===== config.mk =====
export PLATFORM = sky130hd
export DESIGN_NAME = cursor_doubly_linked_list
export DESIGN_NICKNAME = d
export VERILOG_FILES = /design/src/cdll_pkg.sv /design/src/cdll_ram.sv /design/src/cdll_ctrl.sv /design/src/cdll_datapath.sv /design/src/cursor_doubly_linked_list.sv
export SDC_FILE = /design/constraint.sdc
export NUM_CORES = 2
export LEC_CHECK = 0
export BUFFER_PORTS_ARGS = -buffer_cell sky130_fd_sc_hd__buf_2
export CAP_MARGIN = 5
export CELL_PAD_IN_SITES_DETAIL_PLACEMENT = 1
export CELL_PAD_IN_SITES_GLOBAL_PLACEMENT = 1
export CORE_AREA = 2 2 542 544
export DETAILED_ROUTE_END_ITERATION = 8
export DIE_AREA = 0 0 544 546
export PLACE_DENSITY_LB_ADDON = 0.3
export REMOVE_ABC_BUFFERS = 1
export SYNTH_ARGS = -nofsm -noshare
export SYNTH_HDL_FRONTEND = slang
export SYNTH_SLANG_ARGS = --single-unit

===== constraint.sdc =====
create_clock -name clk -period 8.25 [get_ports clk]
set_clock_uncertainty 0.2 [all_clocks]
set_input_delay 0.4125 -clock clk [delete_from_list [all_inputs] [get_ports clk]]
set_output_delay 0.4125 -clock clk [all_outputs]
set_load 0.01 [all_outputs]

===== src/cdll_pkg.sv =====
// shared types and constants for the cursor doubly linked list
// no dependencies

package cdll_pkg;

    localparam int CAPACITY = 64;
    localparam int NODE_W   = $clog2(CAPACITY + 1);
    localparam int ADDR_W   = $clog2(CAPACITY);
    localparam int DATA_W   = 32;
    localparam int CMD_W    = 3;
    localparam int COUNT_W  = 7;
    localparam int STATUS_W = 2;

    localparam logic [NODE_W-1:0] NIL_NODE = NODE_W'(CAPACITY);

    localparam logic [CMD_W-1:0] CMD_INSERT  = 3'd0;
    localparam logic [CMD_W-1:0] CMD_REMOVE  = 3'd1;
    localparam logic [CMD_W-1:0] CMD_FRONT   = 3'd2;
    localparam logic [CMD_W-1:0] CMD_BACK    = 3'd3;
    localparam logic [CMD_W-1:0] CMD_ADVANCE = 3'd4;
    localparam logic [CMD_W-1:0] CMD_BACKUP  = 3'd5;

    localparam logic [STATUS_W-1:0] STATUS_OK    = 2'd0;
    localparam logic [STATUS_W-1:0] STATUS_FULL  = 2'd1;
    localparam logic [STATUS_W-1:0] STATUS_NOCUR = 2'd2;

    typedef enum logic [3:0] {
        S_IDLE,
        S_INS_A,
        S_INS_EMPTY,
        S_INS_APP1,
        S_INS_APP2,
        S_INS_BEF1,
        S_INS_BEF2,
        S_REM_A,
        S_REM_B,
        S_REM_C,
        S_NAV_A,
        S_ADV_B,
        S_BCK_B,
        S_READ,
        S_RESP
    } state_t;

    typedef enum logic [3:0] {
        OP_NONE,
        OP_FRONT,
        OP_BACK,
        OP_INS_A,
        OP_INS_EMPTY,
        OP_INS_APP1,
        OP_INS_APP2,
        OP_INS_BEF1,
        OP_INS_BEF2,
        OP_LOOKUP,
        OP_REM_B,
        OP_REM_C,
        OP_ADVANCE,
        OP_BACKUP
    } op_t;

    typedef struct packed {
        op_t  op;
        logic load_value;
    } dp_cmd_t;

    typedef struct packed {
        logic free_null;
        logic cursor_null;
        logic first_null;
    } dp_flags_t;

endpackage


===== src/cdll_ram.sv =====
// generic single write port ram with registered read
// no dependencies

module cdll_ram #(
    parameter int WIDTH = 32,
    parameter int DEPTH = 64
) (
    input  logic                     clk,
    input  logic                     we,
    input  logic [$clog2(DEPTH)-1:0] waddr,
    input  logic [WIDTH-1:0]         wdata,
    input  logic [$clog2(DEPTH)-1:0] raddr,
    output logic [WIDTH-1:0]         rdata
);

    logic [WIDTH-1:0] mem [DEPTH];

    always_ff @(posedge clk)
    begin
        if (we)
        begin
            mem[waddr] <= wdata;
        end
        rdata <= mem[raddr];
    end

endmodule


===== src/cdll_ctrl.sv =====
// command sequencer for the cursor doubly linked list
// depends on cdll_pkg

module cdll_ctrl (
    input  logic                           clk,
    input  logic                           rst_n,
    input  logic                           start,
    input  logic [cdll_pkg::CMD_W-1:0]     command,
    input  cdll_pkg::dp_flags_t            flags,
    output cdll_pkg::dp_cmd_t              dp_cmd,
    output logic                           busy,
    output logic                           done,
    output logic [cdll_pkg::STATUS_W-1:0]  status
);

    import cdll_pkg::*;

    state_t               state_reg, state_next;
    logic [CMD_W-1:0]     cmd_reg, cmd_next;
    logic [STATUS_W-1:0]  status_reg, status_next;

    always_ff @(posedge clk or negedge rst_n)
    begin
        if (!rst_n)
        begin
            state_reg  <= S_IDLE;
            cmd_reg    <= CMD_INSERT;
            status_reg <= STATUS_OK;
        end
        else
        begin
            state_reg  <= state_next;
            cmd_reg    <= cmd_next;
            status_reg <= status_next;
        end
    end

    always_comb
    begin
        state_next        = state_reg;
        cmd_next          = cmd_reg;
        status_next       = status_reg;
        dp_cmd.op         = OP_NONE;
        dp_cmd.load_value = 1'b0;
        case (state_reg)
            S_IDLE:
            begin
                if (start)
                begin
                    dp_cmd.load_value = 1'b1;
                    cmd_next          = command;
                    status_next       = STATUS_OK;
                    state_next        = S_READ;
                    case (command)
                        CMD_INSERT:
                        begin
                            if (flags.free_null)
                                status_next = STATUS_FULL;
                            else
                                state_next = S_INS_A;
                        end
                        CMD_REMOVE:
                        begin
                            if (flags.cursor_null)
                                status_next = STATUS_NOCUR;
                            else
                                state_next = S_REM_A;
                        end
                        CMD_FRONT:
                            dp_cmd.op = OP_FRONT;
                        CMD_BACK:
                            dp_cmd.op = OP_BACK;
                        CMD_ADVANCE, CMD_BACKUP:
                        begin
                            if (!flags.cursor_null)
                                state_next = S_NAV_A;
                        end
                        default:
                            state_next = S_READ;
                    endcase
                end
            end
            S_INS_A:
            begin
                dp_cmd.op = OP_INS_A;
                if (flags.first_null)
                    state_next = S_INS_EMPTY;
                else if (flags.cursor_null)
                    state_next = S_INS_APP1;
                else
                    state_next = S_INS_BEF1;
            end
            S_INS_EMPTY:
            begin
                dp_cmd.op  = OP_INS_EMPTY;
                state_next = S_READ;
            end
            S_INS_APP1:
            begin
                dp_cmd.op  = OP_INS_APP1;
                state_next = S_INS_APP2;
            end
            S_INS_APP2:
            begin
                dp_cmd.op  = OP_INS_APP2;
                state_next = S_READ;
            end
            S_INS_BEF1:
            begin
                dp_cmd.op  = OP_INS_BEF1;
                state_next = S_INS_BEF2;
            end
            S_INS_BEF2:
            begin
                dp_cmd.op  = OP_INS_BEF2;
                state_next = S_READ;
            end
            S_REM_A:
            begin
                dp_cmd.op  = OP_LOOKUP;
                state_next = S_REM_B;
            end
            S_REM_B:
            begin
                dp_cmd.op  = OP_REM_B;
                state_next = S_REM_C;
            end
            S_REM_C:
            begin
                dp_cmd.op  = OP_REM_C;
                state_next = S_READ;
            end
            S_NAV_A:
            begin
                dp_cmd.op = OP_LOOKUP;
                if (cmd_reg == CMD_ADVANCE)
                    state_next = S_ADV_B;
                else
                    state_next = S_BCK_B;
            end
            S_ADV_B:
            begin
                dp_cmd.op  = OP_ADVANCE;
                state_next = S_READ;
            end
            S_BCK_B:
            begin
                dp_cmd.op  = OP_BACKUP;
                state_next = S_READ;
            end
            S_READ:
                state_next = S_RESP;
            S_RESP:
                state_next = S_IDLE;
            default:
                state_next = S_IDLE;
        endcase
    end

    assign busy   = (state_reg != S_IDLE);
    assign done   = (state_reg == S_RESP);
    assign status = status_reg;

endmodule


===== src/cdll_datapath.sv =====
// node memories, list pointers and free chain of the cursor doubly linked list
// depends on cdll_pkg and cdll_ram

module cdll_datapath (
    input  logic                                clk,
    input  logic                                rst_n,
    input  cdll_pkg::dp_cmd_t                   dp_cmd,
    input  logic signed [cdll_pkg::DATA_W-1:0]  item_value,
    output cdll_pkg::dp_flags_t                 flags,
    output logic signed [cdll_pkg::DATA_W-1:0]  cursor_value,
    output logic                                cursor_valid,
    output logic [cdll_pkg::COUNT_W-1:0]        entry_count
);

    import cdll_pkg::*;

    logic [NODE_W-1:0] first_reg, first_next;
    logic [NODE_W-1:0] last_reg, last_next;
    logic [NODE_W-1:0] cursor_reg, cursor_next;
    logic [NODE_W-1:0] free_top_reg, free_top_next;
    logic [NODE_W-1:0] fill_reg, fill_next;
    logic [NODE_W-1:0] count_reg, count_next;

    logic [DATA_W-1:0] value_reg;
    logic [NODE_W-1:0] fresh_reg;
    logic [NODE_W-1:0] gone_reg;
    logic [NODE_W-1:0] before_reg;

    logic              data_we;
    logic [ADDR_W-1:0] data_waddr;
    logic [DATA_W-1:0] data_rdata;
    logic              fwd_we;
    logic [ADDR_W-1:0] fwd_waddr;
    logic [NODE_W-1:0] fwd_wdata;
    logic [ADDR_W-1:0] fwd_raddr;
    logic [NODE_W-1:0] fwd_rdata;
    logic              bwd_we;
    logic [ADDR_W-1:0] bwd_waddr;
    logic [NODE_W-1:0] bwd_wdata;
    logic [NODE_W-1:0] bwd_rdata;

    logic              virgin;
    logic [NODE_W-1:0] free_pop;

    // untouched nodes above the fill mark chain to their successor
    assign virgin   = (free_top_reg == fill_reg);
    assign free_pop = virgin ? (fill_reg + NODE_W'(1)) : fwd_rdata;

    cdll_ram #(.WIDTH(DATA_W), .DEPTH(CAPACITY)) u_data_ram (
        .clk   (clk),
        .we    (data_we),
        .waddr (data_waddr),
        .wdata (value_reg),
        .raddr (cursor_reg[ADDR_W-1:0]),
        .rdata (data_rdata)
    );

    cdll_ram #(.WIDTH(NODE_W), .DEPTH(CAPACITY)) u_fwd_ram (
        .clk   (clk),
        .we    (fwd_we),
        .waddr (fwd_waddr),
        .wdata (fwd_wdata),
        .raddr (fwd_raddr),
        .rdata (fwd_rdata)
    );

    cdll_ram #(.WIDTH(NODE_W), .DEPTH(CAPACITY)) u_bwd_ram (
        .clk   (clk),
        .we    (bwd_we),
        .waddr (bwd_waddr),
        .wdata (bwd_wdata),
        .raddr (cursor_reg[ADDR_W-1:0]),
        .rdata (bwd_rdata)
    );

    always_comb
    begin
        first_next    = first_reg;
        last_next     = last_reg;
        cursor_next   = cursor_reg;
        free_top_next = free_top_reg;
        fill_next     = fill_reg;
        count_next    = count_reg;
        data_we       = 1'b0;
        data_waddr    = free_top_reg[ADDR_W-1:0];
        fwd_we        = 1'b0;
        fwd_waddr     = fresh_reg[ADDR_W-1:0];
        fwd_wdata     = NIL_NODE;
        fwd_raddr     = cursor_reg[ADDR_W-1:0];
        bwd_we        = 1'b0;
        bwd_waddr     = fresh_reg[ADDR_W-1:0];
        bwd_wdata     = NIL_NODE;
        case (dp_cmd.op)
            OP_FRONT:
                cursor_next = first_reg;
            OP_BACK:
                cursor_next = last_reg;
            OP_INS_A:
            begin
                data_we    = 1'b1;
                fwd_raddr  = free_top_reg[ADDR_W-1:0];
                count_next = count_reg + NODE_W'(1);
            end
            OP_INS_EMPTY:
            begin
                free_top_next = free_pop;
                fill_next     = virgin ? (fill_reg + NODE_W'(1)) : fill_reg;
                fwd_we        = 1'b1;
                bwd_we        = 1'b1;
                first_next    = fresh_reg;
                last_next     = fresh_reg;
            end
            OP_INS_APP1:
            begin
                free_top_next = free_pop;
                fill_next     = virgin ? (fill_reg + NODE_W'(1)) : fill_reg;
                fwd_we        = 1'b1;
                bwd_we        = 1'b1;
                bwd_wdata     = last_reg;
            end
            OP_INS_APP2:
            begin
                fwd_we    = 1'b1;
                fwd_waddr = last_reg[ADDR_W-1:0];
                fwd_wdata = fresh_reg;
                last_next = fresh_reg;
            end
            OP_INS_BEF1:
            begin
                free_top_next = free_pop;
                fill_next     = virgin ? (fill_reg + NODE_W'(1)) : fill_reg;
                fwd_we        = 1'b1;
                fwd_wdata     = cursor_reg;
                bwd_we        = 1'b1;
                bwd_wdata     = bwd_rdata;
            end
            OP_INS_BEF2:
            begin
                bwd_we    = 1'b1;
                bwd_waddr = cursor_reg[ADDR_W-1:0];
                bwd_wdata = fresh_reg;
                fwd_waddr = before_reg[ADDR_W-1:0];
                fwd_wdata = fresh_reg;
                if (before_reg < NIL_NODE)
                    fwd_we = 1'b1;
                else
                    first_next = fresh_reg;
            end
            OP_REM_B:
            begin
                fwd_waddr   = bwd_rdata[ADDR_W-1:0];
                fwd_wdata   = fwd_rdata;
                bwd_waddr   = fwd_rdata[ADDR_W-1:0];
                bwd_wdata   = bwd_rdata;
                cursor_next = fwd_rdata;
                count_next  = count_reg - NODE_W'(1);
                if (bwd_rdata < NIL_NODE)
                    fwd_we = 1'b1;
                else
                    first_next = fwd_rdata;
                if (fwd_rdata < NIL_NODE)
                    bwd_we = 1'b1;
                else
                    last_next = bwd_rdata;
            end
            OP_REM_C:
            begin
                fwd_we        = 1'b1;
                fwd_waddr     = gone_reg[ADDR_W-1:0];
                fwd_wdata     = free_top_reg;
                free_top_next = gone_reg;
            end
            OP_ADVANCE:
                cursor_next = fwd_rdata;
            OP_BACKUP:
                cursor_next = bwd_rdata;
            default:
                cursor_next = cursor_reg;
        endcase
    end

    always_ff @(posedge clk or negedge rst_n)
    begin
        if (!rst_n)
        begin
            first_reg    <= NIL_NODE;
            last_reg     <= NIL_NODE;
            cursor_reg   <= NIL_NODE;
            free_top_reg <= '0;
            fill_reg     <= '0;
            count_reg    <= '0;
        end
        else
        begin
            first_reg    <= first_next;
            last_reg     <= last_next;
            cursor_reg   <= cursor_next;
            free_top_reg <= free_top_next;
            fill_reg     <= fill_next;
            count_reg    <= count_next;
        end
    end

    always_ff @(posedge clk)
    begin
        if (dp_cmd.load_value)
            value_reg <= item_value;
        if (dp_cmd.op == OP_INS_A)
            fresh_reg <= free_top_reg;
        if (dp_cmd.op == OP_LOOKUP)
            gone_reg <= cursor_reg;
        if (dp_cmd.op == OP_INS_BEF1)
            before_reg <= bwd_rdata;
    end

    assign flags.free_null   = (free_top_reg >= NIL_NODE);
    assign flags.cursor_null = (cursor_reg >= NIL_NODE);
    assign flags.first_null  = (first_reg >= NIL_NODE);

    assign cursor_valid = (cursor_reg < NIL_NODE);
    assign cursor_value = cursor_valid ? data_rdata : '0;
    assign entry_count  = COUNT_W'(count_reg);

endmodule


===== src/cursor_doubly_linked_list.sv =====
// top level of the cursor doubly linked list
// depends on cdll_pkg, cdll_ctrl and cdll_datapath
//
//  channel   handshake       payload
//  command   start / busy    command, item_value
//  result    done (strobe)   cursor_value, cursor_valid, entry_count, status
//
// one transaction at a time: to front, to back, spare codes, full insert, and advance,
// backup or remove with no cursor go straight to read and respond; the others first
// step through the dependent reads and writes of the node link rams
// the result is shown for one cycle with done; busy drops the cycle after
// no clearing pass after reset: a fill mark stands in for the initial free chain

module cursor_doubly_linked_list (
    input  logic                                clk,
    input  logic                                rst_n,
    input  logic                                start,
    output logic                                busy,
    input  logic [cdll_pkg::CMD_W-1:0]          command,
    input  logic signed [cdll_pkg::DATA_W-1:0]  item_value,
    output logic                                done,
    output logic signed [cdll_pkg::DATA_W-1:0]  cursor_value,
    output logic                                cursor_valid,
    output logic [cdll_pkg::COUNT_W-1:0]        entry_count,
    output logic [cdll_pkg::STATUS_W-1:0]       status
);

    import cdll_pkg::*;

    dp_cmd_t   dp_cmd;
    dp_flags_t flags;

    cdll_ctrl u_ctrl (
        .clk     (clk),
        .rst_n   (rst_n),
        .start   (start),
        .command (command),
        .flags   (flags),
        .dp_cmd  (dp_cmd),
        .busy    (busy),
        .done    (done),
        .status  (status)
    );

    cdll_datapath u_datapath (
        .clk          (clk),
        .rst_n        (rst_n),
        .dp_cmd       (dp_cmd),
        .item_value   (item_value),
        .flags        (flags),
        .cursor_value (cursor_value),
        .cursor_valid (cursor_valid),
        .entry_count  (entry_count)
    );

endmodule

==> flow_summary.yaml <==
critical_path:
  rr_startpoint: "u_ctrl.state_reg[1]"
  cp-end-kind: "flop"
  crit_type: "reg2reg"
  cp.arrival_ns: 6.00
  path_common_cell: "inv_1"
  r2r_end: "u_datapath.u_fwd_ram.mem[29][5]"
  crit_fanout: 30
  crit_path_top_delay_cell: "nand3_1"
  cp-start-kind: "flop"
  slowest_delay_ns: 0.97
  crit_chain: "nor4_1, inv_1, nor4_2, o21a_1, inv_1, o221ai_1, nand3_1, nor2_1"
  cp-startpoint: "u_ctrl.state_reg[1]"
  required_ns: 8.53
  r2r_cells: 8
  setup.worst_path.end: "u_datapath.u_fwd_ram.mem[29][5]"
  r2r_slack_ns: 2.53
sta:
  fin_tns_setup_ns: 0
  fmax_mhz: 175
  timing.final.ws_setup_ns: 2.53
  rsz0062_at_grt: "no"
  slew_viol_final: 0
  worst_pin_slew_ns: 1.38
  setup_viol: 0
  finalCritPeriodShare_pct: 69.4
  maxSlewHeadroom_pct: 7.95
  timing.final.hold_violations: 0
  finalCriticalPeriod_ns: 5.72
drt:
  drcViolationCount: 0
  antenna_left: 0
  dr.pass1.iters: 5
  wl_per_cell_um: 30.6
  viasPerCell: 5.73
  wl_um: 303000
  dr.first_iter.drc_count: 6239
  vias: 56700
clock_tree:
  clkLatencyLatePin_ns: 0.89
  cts_buffer_depth: 4
  htreeDepth: 5
  cts_hold_buf: 59
  post_cts.repair.setup_buffers: 0
  cts-root-buf: "clkbuf_16"
  cts_made_buffers: 319
  clkTransAtPathRegs_ns: 0.06
  cts_resized: 0
  cts_tree: "built"
  clkSinkCount: 3094
yosys:
  yosys_register_bits: 3094
  synth_top_cell_area_share_pct: 75.6
  synth-edff-count: 2997
  yosysSeqAreaShare_pct: 77.4
  syn_inst: 5379
  synth.area.top_cells: "edfxtp_1, mux4_2, dfrtp_1"
  synth.avg_cell_area_sq_um: 22.1
  synth_ff_type: "edfxtp_1"
  yosysUniqueCellTypes: 72
  ys.warnings.count: 0
  syn_area_sq_um: 119000
  yosys.area.top_type: "edfxtp_1"
  synthArstFlopShare_pct: 1.65
global_route:
  grt_max_degree: 134
  grt_pass1_wl_um: 439000
  grt_pass1_vias: 59800
  track_usage_pct: 20.4
  antenna_found_initial: 14
  grt_remaining_overflow: 0
final_layout:
  drive_above_1_share_pct: 27.2
  largest_reg_flops: 2048
  area_growth_pct: 14.0
  regMostFlops: "u_datapath.u_data_ram.mem"
  nets: 5762
  most-common-layout-cells: "edfxtp_1, mux4_2, clkbuf_16"
  seqCellArea_sq_um: 92200
  postLayoutCellArea_sq_um: 136000
  fillers: 26200
  top_regs: "u_datapath.u_data_ram.mem (2048), u_datapath.u_bwd_ram.mem (448), u_datapath.u_fwd_ram.mem (448)"
  multi_input_area_sq_um: 26100
  fin_util_pct: 46.5
  layout.cells.most_common: "edfxtp_1"
die:
  ios: 82
  die_area_sq_um: 297000
  coreArea_sq_um: 292000
  start_util_pct: 40.8
  rows: 199
  die_w_um: 544
  die_y_um: 546
place:
  preCtsSetupSlack_ns: 2.65
  portBuffers: 81
  place_area_sq_um: 125000
  gp_congestion: 0.814
  post-dp-hpwl_um: 171000
hold_path:
  hp-class: "in2async"
power_and_ir_drop:
  ir_drop_mv: 0.277
  powerDensity_nw_per_um2: 341
  leakagePower_uw: 0.0423
outcome:
  status: "completed"
flow_run:
  max-cap-violations: 0
-- through the flow --
step                instances  hold slack, ns  total power [uW]
floorplan                5098         -0.0831             28100
global placement         9256           0.262             32500
detailed placement       9256           0.276             32600
CTS                      9893         0.00165             46800
global route             9895          0.0463             47900
finish                   9898          0.0514             46300
-- power breakdown --
| part | switching (uW) | total [uW] | internal (uW) |
|---|---|---|---|
| Combinational | 7690 | 13300 | 5630 |
| Clock | 5960 | 14100 | 8110 |
| Sequential | 685 | 18900 | 18200 |
-- per-layer routing --
layer,vias to the layer above,track usage (%),share of wire [%]
li1,23400,-,-
met1,30800,29.3,43
met2,2054,32.6,48
met3,429,3.03,6.4
met4,0,5.31,2.4
met5,-,0,0
-- kinds of logic after synthesis --
group | share of synthesized area, %
flip-flops | 77.4
multiplexers | 16.9
AND/OR/NAND/NOR | 2.26
AO/OA/AOI/OAI | 2.08
buffers and inverters | 1.13
XOR/XNOR | 0.169
adder cells (fa/ha/maj) | 0.0798
-- critical path: cells and delay by family (launching register included) --
kind | cells | cell delay, ns
AND/OR/NAND/NOR | 4 | 3.21
AO/OA/AOI/OAI | 2 | 0.78
buffers and inverters | 2 | 0.43
flip-flops | 1 | 0.73
-- worst min path at each step --
| stage | to | slack, ns | cells after the start |
|---|---|---|---|
| 2_1_floorplan | u_ctrl.cmd_reg[0] | -0.08 | 0 |
| 3_3_place_gp | u_ctrl.cmd_reg[1] | 0.26 | 2 |
| 3_5_place_dp | u_ctrl.status[1] | 0.28 | 2 |
| 4_1_cts | u_datapath.value_reg[31] | 0.002 | 2 |
| 5_1_grt | u_datapath.value_reg[28] | 0.05 | 2 |
| 6_report | u_datapath.entry_count[4] | 0.05 | 3 |
-- cells in the mapped netlist (all sizes together) (6+ instances only) --
| cell type | n |
|---|---|
| mux4 | 834 |
| dfrtp | 48 |
| clkbuf | 171 |
| nor2b | 42 |
| a21oi | 93 |
| a221o | 9 |
| o21ai | 50 |
| xnor2 | 14 |
| o22ai | 32 |
| nand3 | 32 |
| nand2b | 12 |
| nand4 | 7 |
| edfxtp | 2997 |
| a32oi | 9 |
| nand2 | 213 |
| nand3b | 6 |
| nor3 | 15 |
| mux2i | 109 |
| xor2 | 9 |
| or4 | 9 |
| ha | 6 |
| o41ai | 6 |
| a211oi | 9 |
| o22a | 9 |
| dfxtp | 46 |
| o221ai | 10 |
| inv | 28 |
| nor2 | 248 |
| a22oi | 23 |
| o211ai | 13 |
| a31oi | 21 |
| a222oi | 9 |
| nor4 | 8 |
| a22o | 8 |
| and3 | 7 |
| a221oi | 29 |
| buf | 110 |
| mux2 | 18 |
-- layout make-up --
class / instances / area share, %
sequential: 3094 / 67.9
antenna: 5 / 0.00922
clock buffer: 405 / 6.33
clock inverter: 173 / 1.10
inverter: 30 / 0.0857
multi-input combinational: 1974 / 19.2
tap: 3919 / 3.61
timing repair buffer: 298 / 1.69
Power figures use the tool's default switching activity.
